[src/rtl/ctcc_pkg.sv]
// Shared types, codes and constant tables of the Crofton threshold cube counter.
package ctcc_pkg;

   localparam int CORNERS        = 8;
   localparam int LANES          = 4;
   localparam int BIN_FIELD_BITS = 6;
   localparam int BIN_WIDE_BITS  = 9;
   localparam int CSR_INDEX_BITS = 2;
   localparam int CSR_DATA_BITS  = 16;
   localparam int DELTA_BITS     = 4;

   localparam logic [CORNERS-1:0] EDGE_MASKS [3] = '{8'h03, 8'h05, 8'h11};
   localparam logic [CORNERS-1:0] FACE_MASKS [3] = '{8'h0F, 8'h55, 8'h33};

   typedef enum logic [1:0] {
      OP_ACCUMULATE = 2'd0,
      OP_READ       = 2'd1,
      OP_CLEAR      = 2'd2
   } op_type;

   typedef enum logic [CSR_INDEX_BITS-1:0] {
      CSR_THRESHOLD_LOW  = 2'd0,
      CSR_THRESHOLD_STEP = 2'd1,
      CSR_BIN_COUNT      = 2'd2
   } csr_type;

   typedef enum logic [1:0] {
      ST_IDLE,
      ST_SWEEP,
      ST_READ
   } state_type;

   typedef struct packed {
      logic signed [DELTA_BITS-1:0] volume;
      logic signed [DELTA_BITS-1:0] surface;
      logic signed [DELTA_BITS-1:0] curvature;
      logic signed [DELTA_BITS-1:0] euler;
   } delta_type;

endpackage

[src/rtl/ctcc_cube_eval.sv]
// Occupancy of the eight corners against one threshold and the four Crofton increments.
module ctcc_cube_eval import ctcc_pkg::*; #(
   parameter int SAMPLE_BITS = 16,
   parameter int THR_BITS    = 26
) (
   input  logic [CORNERS-1:0][SAMPLE_BITS-1:0] samples,
   input  logic signed [THR_BITS-1:0]          threshold,
   output delta_type                           delta
);

   logic [CORNERS-1:0] occ;
   logic [1:0]         n2;
   logic [1:0]         n1;

   always_comb begin
      for (int i = 0; i < CORNERS; i++) begin
         occ[i] = THR_BITS'(signed'(samples[i])) > threshold;
      end
   end

   always_comb begin
      n2 = 2'd0;
      n1 = 2'd0;
      for (int k = 0; k < 3; k++) begin
         n2 = n2 + 2'((|(occ & EDGE_MASKS[k])) ? 1 : 0);
         n1 = n1 + 2'((|(occ & FACE_MASKS[k])) ? 1 : 0);
      end
   end

   always_comb begin
      logic signed [DELTA_BITS-1:0] s3;
      logic signed [DELTA_BITS-1:0] s2;
      logic signed [DELTA_BITS-1:0] s1;
      logic signed [DELTA_BITS-1:0] s0;
      s3 = signed'({3'b000, occ[0]});
      s2 = signed'({2'b00, n2});
      s1 = signed'({2'b00, n1});
      s0 = signed'({3'b000, |occ});
      delta.volume    = s3;
      delta.surface   = s2 - 4'sd3 * s3;
      delta.curvature = 4'sd3 * s3 - 4'sd2 * s2 + s1;
      delta.euler     = s2 - s3 - s1 + s0;
   end

endmodule

[config.mk]
export PLATFORM = sky130hd
export DESIGN_NAME = ctcc_cube_eval
export DESIGN_NICKNAME = d
export VERILOG_FILES = /design/src/rtl/ctcc_pkg.sv /design/src/rtl/ctcc_cube_eval.sv
export SDC_FILE = /design/constraint.sdc
export NUM_CORES = 1
export LEC_CHECK = 0
export BUFFER_PORTS_ARGS = -buffer_cell sky130_fd_sc_hd__clkbuf_2
export CORE_MARGIN = 2
export CORE_UTILIZATION = 35
export DETAILED_ROUTE_END_ITERATION = 10
export GPL_TIMING_DRIVEN = 0
export SLEW_MARGIN = 20
export SYNTH_ARGS = -nofsm -noshare
export SYNTH_HDL_FRONTEND = slang
export SYNTH_SLANG_ARGS = --single-unit
[constraint.sdc]
create_clock -name vclk -period 5.45
set_input_delay 0.2725 -clock vclk [all_inputs]
set_output_delay 0.2725 -clock vclk [all_outputs]
set_load 0.05 [all_outputs]
**Word-level counts from Yosys, hierarchy flattened**

Index checks and enable logic that the tools add are counted.

- Add/sub/neg operators: 10
- Multiply operators: 1
- Div/mod/pow operators: 0
- Magnitude comparators: 8
- Eq/ne operators: 0
- Shift operators: 0
- Mux-type cells: 6
- Bitwise logic cells: 0
- Reduce and logical (&&, ||, !) cells: 7

Operator list:

| operator | number |
|---|---|
| > comparator 16 x 26 -> 1 bit | 8 |
| OR reduction 4 bit | 3 |
| OR reduction 8 bit | 1 |
| two-way mux 1 bit | 6 |
| OR reduction 2 bit | 3 |
| adder 1 x 1 -> 2 bit | 2 |
| adder 2 x 1 -> 2 bit | 2 |
| adder 4 x 2 -> 4 bit | 1 |
| adder 4 x 3 -> 4 bit | 1 |
| subtractor 2 x 3 -> 4 bit | 1 |
| subtractor 4 x 3 -> 4 bit | 1 |
| subtractor 4 bit | 1 |
| multiplier 2 x 1 -> 3 bit (first input constant) | 1 |
| subtractor 2 x 1 -> 3 bit | 1 |

- Bits in registers: 0
- Bits in latches: 0
- RAM bits: 0
- ROM bits: 0
- Bits of input ports: 154
- Output and inout port bits: 16
- Logic and storage cells: 32
- Memories kept: 0

**Logic depth before layout (Yosys ltp)**

- Depth after elaboration: 8
- Mapped depth: 17
- Gate-level depth less buffers: 17

**Worst setup path before layout**

OpenSTA, ideal clock, no wires.

- Kind: in2out
- From: in threshold[24]
- To: out delta[2] in the netlist's numbering
- Arrival: 5070 ps
- Required time: 5178 ps
- Setup slack: 108 ps
- Stages on the path: 15
- Cell sequence: inv_1 -> ha_1 -> nand4_1 -> nor4_2 -> nand4_1 -> o2111ai_1 -> mux2i_4 -> inv_2 -> or2_1 -> inv_1 -> fa_1 -> xnor2_1 -> ha_1 -> fa_1 -> xor2_1

RTL lines:

| what | RTL line | text |
|---|---|---|
| from (decl) | ctcc_cube_eval.sv:7 | `input logic signed [THR_BITS-1:0] threshold,` |
| to (decl) | ctcc_cube_eval.sv:8 | `output delta_type delta` |

==> flow_summary.json <==
{
  "finalCriticalPeriod_ns": 5.14,
  "syn_to_final_growth_pct": 22.5,
  "min_from": "samples[13]",
  "grt_max_degree": 12,
  "cap_violations": 0,
  "critPathArrivalTime_ns": 4.87,
  "nFlopsAndLatches": 0,
  "critPathCaptureType": "output port",
  "place_hpwl_um": 13100,
  "cp_max_fo": 8,
  "fin_area_um2": 6200,
  "grt_pass1_vias": 5014,
  "yosysSeqAreaShare_pct": 0,
  "p_leak_uw": 0.00341,
  "wl_per_cell_um": 15.4,
  "cp_num_buf_inv": 5,
  "setup_viol_count_final": 0,
  "chipWidth_um": 124,
  "regArea_um2": 0,
  "wirelength_um": 15300,
  "max_clock_freq_ghz": 0.194,
  "worstMarginPinSlew_ns": 0.937,
  "drc": 0,
  "grt-ovfl-total": 0,
  "via_per_inst": 5.25,
  "max_slew_margin_pct": 35.9,
  "grt_antenna_before_repair": 0,
  "hold_end": "delta[12]",
  "whs_ns": 1.53,
  "nNetsFinal": 1190,
  "irDropWorstVdd_uv": 541,
  "grt_first_pass_wirelength_um": 24400,
  "placed_area_um2": 6130,
  "period_share_pct": 94.4,
  "drt_iter0_markers": 185,
  "p_per_area_nw_per_um2": 123,
  "tns_ns": 0,
  "nClkBuffers": 0,
  "antennaDiodeCount": 0,
  "wl_met2_um": 7310,
  "hp-class": "input port to output port",
  "grt.total_usage_pct": 19.0,
  "worst_path_most_repeated_cell": "ha_1",
  "status": "finished, final reports clean",
  "avgSynthCellArea_um2": 7.94,
  "top_layer": "met4",
  "cp_data_required_time_ns": 5.18,
  "synth_top_area_share_pct": 53.6,
  "drive_gt1_share_pct": 22.3,
  "rsz0062_at_grt": "no",
  "fp.coreArea_um2": 14000,
  "drt_first_pass_iters": 4,
  "synth_top_area_cell": "ha_1",
  "netlist_instances": 638,
  "netlist_area_um2": 5060,
  "yosysUniqueCellTypes": 51,
  "cp_cell_sequence": "clkbuf_2, inv_1, ha_1, nand4_1, nor4_4, nand4_1, o41a_1, mux2i_4, inv_2, or2_1, or3b_1, fa_1, ha_1, inv_1, ha_1, fa_1, xor2_1, clkbuf_4",
  "path_class": "input port to output port",
  "gp_congestion": 0.848,
  "crit_path_start_kind": "input port",
  "die_h_um": 124,
  "cp_top_family": "adder cells",
  "start_util_pct": 36.2,
  "wl_met1_um": 7090,
  "ys_warn_count": 0,
  "num_io_pins": 170,
  "dr_wl_met3_um": 655,
  "vias": 5218,
  "worst-path-stages": 18,
  "finalMaxSlewViolations": 0,
  "io_buffers": 165,
  "cpPeakStageDelay_ns": 0.51,
  "cts_hold_buf": 0,
  "die_area_um2": 15400,
  "rows": 43,
  "hold_depth": 8,
  "ys_top_cells_by_area": "ha_1 (54%), a21oi_1 (7.1%), inv_1 (4.8%)",
  "antenna_left": 0,
  "crit_slowest_cell": "fa_1",
  "hold_viol": 0
}
[stage by stage]
step | instances | setup slack [ns] | utilization [%] | total power [uW]
CTS | 988 | 0.150 | 43.8 | 760
finish | 993 | 0.306 | 44.4 | 762
global route | 993 | 0.0140 | 44.4 | 857
detailed placement | 988 | 0.190 | 43.8 | 755
global placement | 988 | 0.153 | 43.8 | 748
floorplan | 643 | 0.108 | - | 551
[how the worst max path moves through the flow]
stage                        from  endpoint  slack (ns)
detailed placement  threshold[25]  delta[2]        0.19
floorplan           threshold[24]  delta[2]        0.11
CTS                 threshold[25]  delta[2]        0.15
global route        threshold[21]  delta[2]        0.01
global placement    threshold[25]  delta[2]        0.15
finish              threshold[21]  delta[2]        0.31
[final cells by class]
type | count | area [um^2]
buffer | 5 | 37.5
fill | 1507 | 7780
inverter | 67 | 255
multi-input combinational | 571 | 4820
tap | 180 | 225
timing repair buffer | 170 | 866
[timing repair]
action                                  4_1_cts  5_1_grt
endpoints found under the setup margin        0        2
gates resized for setup                       0        6
buffers inserted                              0        5
[cells in the mapped netlist (2+ instances only)]
cell type / number
xnor2_1: 4
mux2_1: 3
a211oi_1: 16
and2_1: 2
nor2_1: 22
o211ai_1: 3
nand4_1: 37
a21o_1: 7
nor4_1: 3
o21ai_0: 34
inv_1: 65
and2_0: 3
nand3_1: 13
nor3_1: 8
a31o_1: 2
a21oi_1: 72
a22oi_1: 4
mux2i_1: 2
o41ai_1: 2
nand2_1: 56
and4_1: 3
nand2b_1: 11
o21ai_1: 3
buf_4: 5
a221o_1: 3
a2111oi_0: 6
o2111ai_1: 2
or4_1: 2
fa_1: 4
a221oi_1: 4
ha_1: 217
[report_power, final]
| part | switching, uW | leakage [uW] | internal (uW) | total [uW] |
|---|---|---|---|---|
| combinational | 492 | 0.00341 | 270 | 762 |
| sequential | 0 | 0 | 0 | 0 |
| clock | 0 | 0 | 0 | 0 |
[cell usage in the layout, fill, tap and decap left out, types with 3 or more instances in the layout]
| master | n |
|---|---|
| ha_1 | 216 |
| clkbuf_2 | 164 |
| a21oi_1 | 72 |
| inv_1 | 64 |
| nand2_1 | 56 |
| nand4_1 | 37 |
| o21ai_0 | 34 |
| nor2_1 | 22 |
| a211oi_1 | 16 |
| nand3_1 | 13 |
| nand2b_1 | 11 |
| buf_4 | 10 |
| nor3_1 | 8 |
| a21o_1 | 7 |
| a2111oi_0 | 6 |
| conb_1 | 6 |
| xnor2_1 | 4 |
| a221oi_1 | 4 |
| a22oi_1 | 4 |
| fa_1 | 4 |
| and2_0 | 3 |
| a221o_1 | 3 |
| nor4_1 | 3 |
| mux2_1 | 3 |
| o211ai_1 | 3 |
| and4_1 | 3 |
| o21ai_1 | 3 |
[layer usage]
metal | global-route usage [%] | vias to the layer above
li1 | - | 2787
met1 | 25.4 | 2288
met2 | 33.8 | 125
met3 | 1.98 | 18
met4 | 2.38 | 0
met5 | 0 | -
[cells by family (layout without fill, tap and decap cells)]
kind of cell,count (synthesis),in the layout,share of synthesized area [%]
simple gates,167,167,16.7
fa+ha+maj,221,221,55.2
other cells,1,6,0.0741
xor+xnor,5,5,0.865
compound gates,166,166,19.9
buf+inv,72,242,5.71
mux,6,6,1.51
No activity file was read; power rests on OpenSTA's default activity.
