$ cat config.mk
export PLATFORM = sky130hd
export DESIGN_NAME = ctcc_sat_add
export DESIGN_NICKNAME = d
export VERILOG_FILES = /design/src/rtl/ctcc_pkg.sv /design/src/rtl/ctcc_sat_add.sv
export SDC_FILE = /design/constraint.sdc
export NUM_CORES = 1
export LEC_CHECK = 0
export BUFFER_PORTS_ARGS = -buffer_cell sky130_fd_sc_hd__buf_2
export CORE_MARGIN = 3
export CORE_UTILIZATION = 40
export DETAILED_ROUTE_END_ITERATION = 10
export PLACE_DENSITY = 0.76
export SLEW_MARGIN = 10
export SYNTH_ARGS = -nofsm -noshare
export SYNTH_HDL_FRONTEND = slang
export SYNTH_SLANG_ARGS = --single-unit
$ cat constraint.sdc
create_clock -name vclk -period 9.25
set_clock_uncertainty 0.2 [all_clocks]
set_input_delay 0.925 -clock vclk [all_inputs]
set_output_delay 0.925 -clock vclk [all_outputs]
set_load 0.01 [all_outputs]
$ cat src/rtl/ctcc_pkg.sv
// Shared types, codes and constant tables of the Crofton threshold cube counter.
package ctcc_pkg;

   localparam int CORNERS        = 8;
   localparam int LANES          = 4;
   localparam int BIN_FIELD_BITS = 6;
   localparam int BIN_WIDE_BITS  = 9;
   localparam int CSR_INDEX_BITS = 2;
   localparam int CSR_DATA_BITS  = 16;
   localparam int DELTA_BITS     = 4;

   localparam logic [CORNERS-1:0] EDGE_MASKS [3] = '{8'h03, 8'h05, 8'h11};
   localparam logic [CORNERS-1:0] FACE_MASKS [3] = '{8'h0F, 8'h55, 8'h33};

   typedef enum logic [1:0] {
      OP_ACCUMULATE = 2'd0,
      OP_READ       = 2'd1,
      OP_CLEAR      = 2'd2
   } op_type;

   typedef enum logic [CSR_INDEX_BITS-1:0] {
      CSR_THRESHOLD_LOW  = 2'd0,
      CSR_THRESHOLD_STEP = 2'd1,
      CSR_BIN_COUNT      = 2'd2
   } csr_type;

   typedef enum logic [1:0] {
      ST_IDLE,
      ST_SWEEP,
      ST_READ
   } state_type;

   typedef struct packed {
      logic signed [DELTA_BITS-1:0] volume;
      logic signed [DELTA_BITS-1:0] surface;
      logic signed [DELTA_BITS-1:0] curvature;
      logic signed [DELTA_BITS-1:0] euler;
   } delta_type;

endpackage

$ cat src/rtl/ctcc_sat_add.sv
// Saturating update of the four sums of one bin and its saturation mark.
module ctcc_sat_add import ctcc_pkg::*; #(
   parameter int SUM_BITS = 40
) (
   input  logic [LANES-1:0][SUM_BITS-1:0] sums_in,
   input  logic                           sat_in,
   input  delta_type                      delta,
   output logic [LANES-1:0][SUM_BITS-1:0] sums_out,
   output logic                           sat_out
);

   logic signed [LANES-1:0][DELTA_BITS-1:0] d;
   logic [LANES-1:0]                        clamp;

   assign d[0] = delta.volume;
   assign d[1] = delta.surface;
   assign d[2] = delta.curvature;
   assign d[3] = delta.euler;

   always_comb begin
      logic signed [SUM_BITS:0] s;
      for (int k = 0; k < LANES; k++) begin
         s = signed'({sums_in[k][SUM_BITS-1], sums_in[k]})
             + (SUM_BITS+1)'(signed'(d[k]));
         clamp[k] = s[SUM_BITS] != s[SUM_BITS-1];
         if (!clamp[k]) begin
            sums_out[k] = s[SUM_BITS-1:0];
         end else if (s[SUM_BITS]) begin
            sums_out[k] = {1'b1, {(SUM_BITS-1){1'b0}}};
         end else begin
            sums_out[k] = {1'b0, {(SUM_BITS-1){1'b1}}};
         end
      end
   end

   assign sat_out = sat_in | (|clamp);

endmodule
## After elaboration in Yosys (flattened, before gate mapping)

Cells that the tools add are included.

- Register bits: 0
- Input bits: 177
- Output and inout port bits: 161

- Bitwise operators: 1
- Add/sub/neg operators: 4
- Equal/unequal tests: 4
- Reduce and logical (&&, ||, !) cells: 1
- Mux-type cells: 8

Operator list:

| kind | count |
|---|---|
| 2-to-1 mux 40 bit | 8 |
| adder 40 x 4 -> 41 bit | 4 |
| inequality test 1 bit | 4 |
| OR reduction 4 bit | 1 |
| bitwise OR 1 bit | 1 |

## Longest topological paths before layout

Gate-level depths: netlist of the first run.

- Depth in word-level cells: 4
- Depth in mapped cells: 13
- Gate-level depth less buffers: 12

## Least setup slack after synthesis of the first run

OpenSTA, ideal clock, no wires.

- Path type: in2out
- Start point: in sums_in[80] (netlist bit)
- End point: out sums_out[113] (netlist bit)
- Arrival: 3.515 ns
- Path buffers: 1
- Path slack: 4.610 ns
- Stages on the path: 12
- Cell sequence: ha_1 -> fa_1 -> a211oi_1 -> o211ai_1 -> a31o_2 -> o311ai_2 -> a21boi_2 -> a21oi_2 -> o32ai_4 -> nor2_4 -> buf_6 -> o21ai_0

RTL lines:

| element | RTL line | RTL |
|---|---|---|
| start, declared | ctcc_sat_add.sv:5 | `input logic [LANES-1:0][SUM_BITS-1:0] sums_in,` |
| end, declared | ctcc_sat_add.sv:8 | `output logic [LANES-1:0][SUM_BITS-1:0] sums_out,` |

==> flow_summary.toml, run 1 <==
[run_status]
status = "completed"

[layout]
area_growth_syn_to_layout_pct = 17.0
final_layout_size_suffix_gt1_frac = 0.230
nClkBuffers = 0
layout_commonest_cell = "buf_2"
nets = 2077
numSequentialCells = 0
regArea_um2 = 0
fill_cells = 2503
mostFrequentLayoutCells = "buf_2 (338), a21oi_1 (236), ha_1 (160)"

[worst_setup_path]
critPathCaptureType = "output pin"
startpoint_type = "primary input"
crit_start = "delta[3]"
crit_buf_inv = 2
crit_family = "compound AO/OA/AOI/OAI gates"
crit_slowest_cell = "nor2_2"
criticalPathCategory = "in -> out"
cp_max_fo = 37
worstPathRequired_ps = 8120
worstPathArrival_ps = 5080
cpPeakStageDelay_ps = 960
path_cells = "buf_2 > ha_1 > a21o_1 > a21o_1 > o41ai_1 > o22ai_1 > o21ai_0 > o211ai_1 > xor2_2 > nor2_2 > o21ai_0 > buf_2"

[min_path]
hold_end = "sums_out[120]"
hold_depth = 5
min_path_type = "in -> out"
min-delay-start = "delta[0]"

[synth]
synth_cell_types = 93
synthTopCellsByArea = "ha_1 (20%), a21oi_1 (12%), a21o_1 (6.5%)"
syn_inst = 1469
muxShareOfSynthArea = 0.00516
avgSynthCellArea_um2 = 6.94
synth_top_family_by_area = "compound AO/OA/AOI/OAI gates"
synthAdderAreaFrac = 0.217
synth_compound_area_frac = 0.422
yosys_warnings = 0
synth_top_area_frac = 0.196
synth_simple_gate_area_frac = 0.182
synth_area_mm2 = 0.0102
synth_seq_area_share = 0
synth_xor_area_frac = 0.123
syn-num-nets = 1810
yosys.area.top_type = "ha_1"

[global_route]
grt_use_total = 0.228
grt_pass1_wl_um = 55600
antenna_found_initial = 3
grt_max_degree = 38
grt.overflow.total = 0
grt_pass1_vias = 11384

[floorplan]
core-area_mm2 = 0.0247
start_util = 0.413
die_x_um = 166
dieArea_mm2 = 0.0274
fp.dieH_um = 166
rows = 57
ios = 338

[timing]
layout_setup_ws_ps = 3040
setup_viol = 0
max_freq_ghz = 0.161
finalHoldViolCount = 0
rsz0062_at_grt = "false"
fin_crit_ps = 6210
fin_crit_sh = 0.671
fin_tns_setup_ps = 0
slew_headroom = 0.210
tightest_slew_ps = 1180
finalMaxSlewViolations = 0

[place]
place_ws_ps = 3080
io_buffers = 338
place.gp.congestion = 0.987
hpwl_um = 28600

[detailed_routing]
firstDrtPassIters = 5
antenna_left = 0
vias_per_cell = 5.92
wl_per_cell_um = 16.7
drtIter0Drc = 883
vias = 12196
drc = 0
totalWireLength_um = 34300

[power]
vdd_drop_max_mv = 0.0690
p_leak_nw = 5.63
powerDensity_mw_per_mm2 = 105

[clocking]
post_cts_buffers = 0
hold_buffers = 0
cts.repair.resized = 0

[flow_run]
maxCapViolations = 0
kinds of logic (layout without fill, tap and decap cells):
group,after synthesis,count (layout)
other,0,1
multiplexers,5,5
AND/OR/NAND/NOR,372,372
XOR/XNOR,142,142
buffers and inverters,115,380
adder cells (fa/ha/maj),177,177
AO/OA/AOI/OAI,658,658
per-layer routing:
| layer | GRT usage | routed length [um] | part of all wire |
|---|---|---|---|
| met1 | 0.314 | 15600 | 0.45 |
| met2 | 0.392 | 15800 | 0.46 |
| met3 | 0.0253 | 2270 | 0.066 |
| met4 | 0.0391 | 629 | 0.018 |
| met5 | 0 | 21 | 0.00061 |
worst max-delay path by stage:
stage,endpoint,slack (ps),cells past startpoint
after floorplan,sums_out[113],4610,12
after global placement,sums_out[146],3150,12
after detailed placement,sums_out[146],3080,12
after CTS,sums_out[146],3070,12
after global routing,sums_out[146],2680,12
final,sums_out[146],3040,12
cell usage after synthesis, types with 11 or more instances:
master,instances
a211oi_1,25
a21o_1,88
a21oi_1,236
a21oi_2,16
a31oi_1,21
and2_1,11
and3_1,16
buf_2,22
clkbuf_1,39
ha_1,160
inv_1,42
maj3_1,13
nand2_1,109
nand3_1,33
nand4_1,28
nor2_1,82
nor2b_1,16
nor3_1,22
o211ai_1,24
o21a_1,21
o21ai_0,101
o21ai_1,20
o21bai_1,20
o31ai_1,12
xnor2_1,74
xor2_1,67
report_power, final:
| group | total, mW | switching, mW | internal [mW] |
|---|---|---|---|
| combinational | 1.26 | 0.752 | 0.507 |
| clock | 0.0000000145 | 0 | 0.0000000145 |
| sequential | 0 | 0 | 0 |
final cells by class:
cell class                      instances  area, um2  share of cell area
Inverter                               42        158              0.0132
Tap cell                              324        405              0.0340
Antenna cell                            1       2.50            0.000210
Multi-Input combinational cell       1354       9670               0.811
Timing Repair Buffer                  338       1690               0.142
through the flow:
step / hold WS [ps] / cells / power (mW) / util / area (um2)
after global routing: 2180 / 2059 / 1.38 / 0.483 / 11900
after floorplan: 1940 / 1469 / 0.848 / - / 10200
final: 2100 / 2059 / 1.26 / 0.483 / 11900
after global placement: 2090 / 2058 / 1.23 / 0.483 / 11900
after CTS: 2100 / 2058 / 1.25 / 0.483 / 11900
after detailed placement: 2100 / 2058 / 1.24 / 0.483 / 11900
(Power assumes the default switching activity.)
==> run 2, diff against run 1 <==
Settings changed: PLACE_DENSITY 0.76 to 0.78.
Clock period 9.25 ns to 5.7 ns, I/O delays scaled along.
==> flow_summary.toml, run 2 (synthesized netlist as in run 1, its figures left out) <==
[place]
hpwl_um = 29600
place.gp.congestion = 0.977
io_buffers = 338

[global_route]
grt_use_total = 0.236
grt_pass1_vias = 11476
grt_pass1_wl_um = 57000
antenna_found_initial = 5
grt.overflow.total = 0
grt_max_degree = 38

[power]
powerDensity_mw_per_mm2 = 171
vdd_drop_max_mv = 0.121
p_leak_nw = 5.67

[layout]
layout_commonest_cell = "buf_2"
regArea_um2 = 0
area_growth_syn_to_layout_pct = 17.7
fill_cells = 2524
diodes = 0
mostFrequentLayoutCells = "buf_2 (338), a21oi_1 (236), ha_1 (160)"
numSequentialCells = 0
postLayoutCoreUtil = 0.486
nets = 2086
nClkBuffers = 0
final_layout_size_suffix_gt1_frac = 0.234

[worst_setup_path]
startpoint_type = "primary input"
criticalPathCategory = "in -> out"
cp_max_fo = 34
critPathCaptureType = "output pin"
worstPathRequired_ps = 4930
worstPathArrival_ps = 4400

[floorplan]
ios = 338
fp.dieH_um = 166
core-area_mm2 = 0.0247
rows = 57
start_util = 0.413
dieArea_mm2 = 0.0274
die_x_um = 166

[detailed_routing]
drtIter0Drc = 916
wl_per_cell_um = 17.1
drc = 0
vias = 12257
vias_per_cell = 5.93
antenna_left = 0
totalWireLength_um = 35400
firstDrtPassIters = 7

[timing]
finalHoldViolCount = 0
fin_crit_ps = 5170
rsz0062_at_grt = "false"
max_freq_ghz = 0.193
setup_viol = 0
fin_tns_setup_ps = 0
fin_crit_sh = 0.907
tightest_slew_ps = 1160
finalMaxSlewViolations = 0
slew_headroom = 0.223

[run_status]
status = "completed"

[min_path]
hold_depth = 5
min_path_type = "in -> out"
hold_end = "sums_out[0]"
min-delay-start = "delta[12]"

[clocking]
cts.repair.resized = 0
post_cts_buffers = 0
hold_buffers = 0

[flow_run]
maxCapViolations = 0
## run 2: metal layers
metal  wire (um)  vias up  GRT usage  part of all wire
li1            -     6117          -                 -
met1       15500     5546      0.319              0.44
met2       16200      519      0.404              0.46
met3        2800       65     0.0331             0.079
met4         817       10     0.0481             0.023
met5          59        -          0            0.0017
## run 2: how the worst max path moves through the flow
stage                 from       endpoint  slack, ps  cells after the start
2_1_floorplan  sums_in[80]  sums_out[113]       1770                     12
3_3_place_gp    sums_in[0]   sums_out[38]        750                     13
3_5_place_dp      delta[3]  sums_out[148]        630                     12
4_1_cts           delta[3]  sums_out[148]        630                     12
5_1_grt           delta[3]  sums_out[145]        170                     12
6_report          delta[3]  sums_out[148]        530                     12
## run 2: critical path: stages
cell and delay [ps]:
buf_2 440, ha_1 400, a21o_1 190, a21o_1 200, o41ai_1 490, o22ai_1 180, o21ai_0 200, o211ai_1 150
xor2_2 180, nor2_2 910, o21ai_0 270, buf_2 210
## run 2: cell type report
class	count	area, um2	area share
Timing Repair Buffer	347	1760	0.147
Inverter	42	158	0.0131
Tap cell	324	405	0.0338
Multi-Input combinational cell	1354	9670	0.806
## run 2: where the power goes
group | internal (mW) | total [mW] | switching, mW
clock network | 0 | 0 | 0
registers | 0 | 0 | 0
logic | 0.832 | 2.06 | 1.22
## run 2: through the flow
stage                     power, mW  setup slack, ps  hold WS [ps]  cells  instance area [um2]
after detailed placement       2.02              629          1360   2067                12000
after global routing           2.25              169          1440   2067                12000
after global placement         2.01              752          1360   2067                12000
final                          2.06              528          1370   2067                12000
after CTS                      2.04              626          1370   2067                12000
after floorplan                1.38             1770          1230   1469                10200
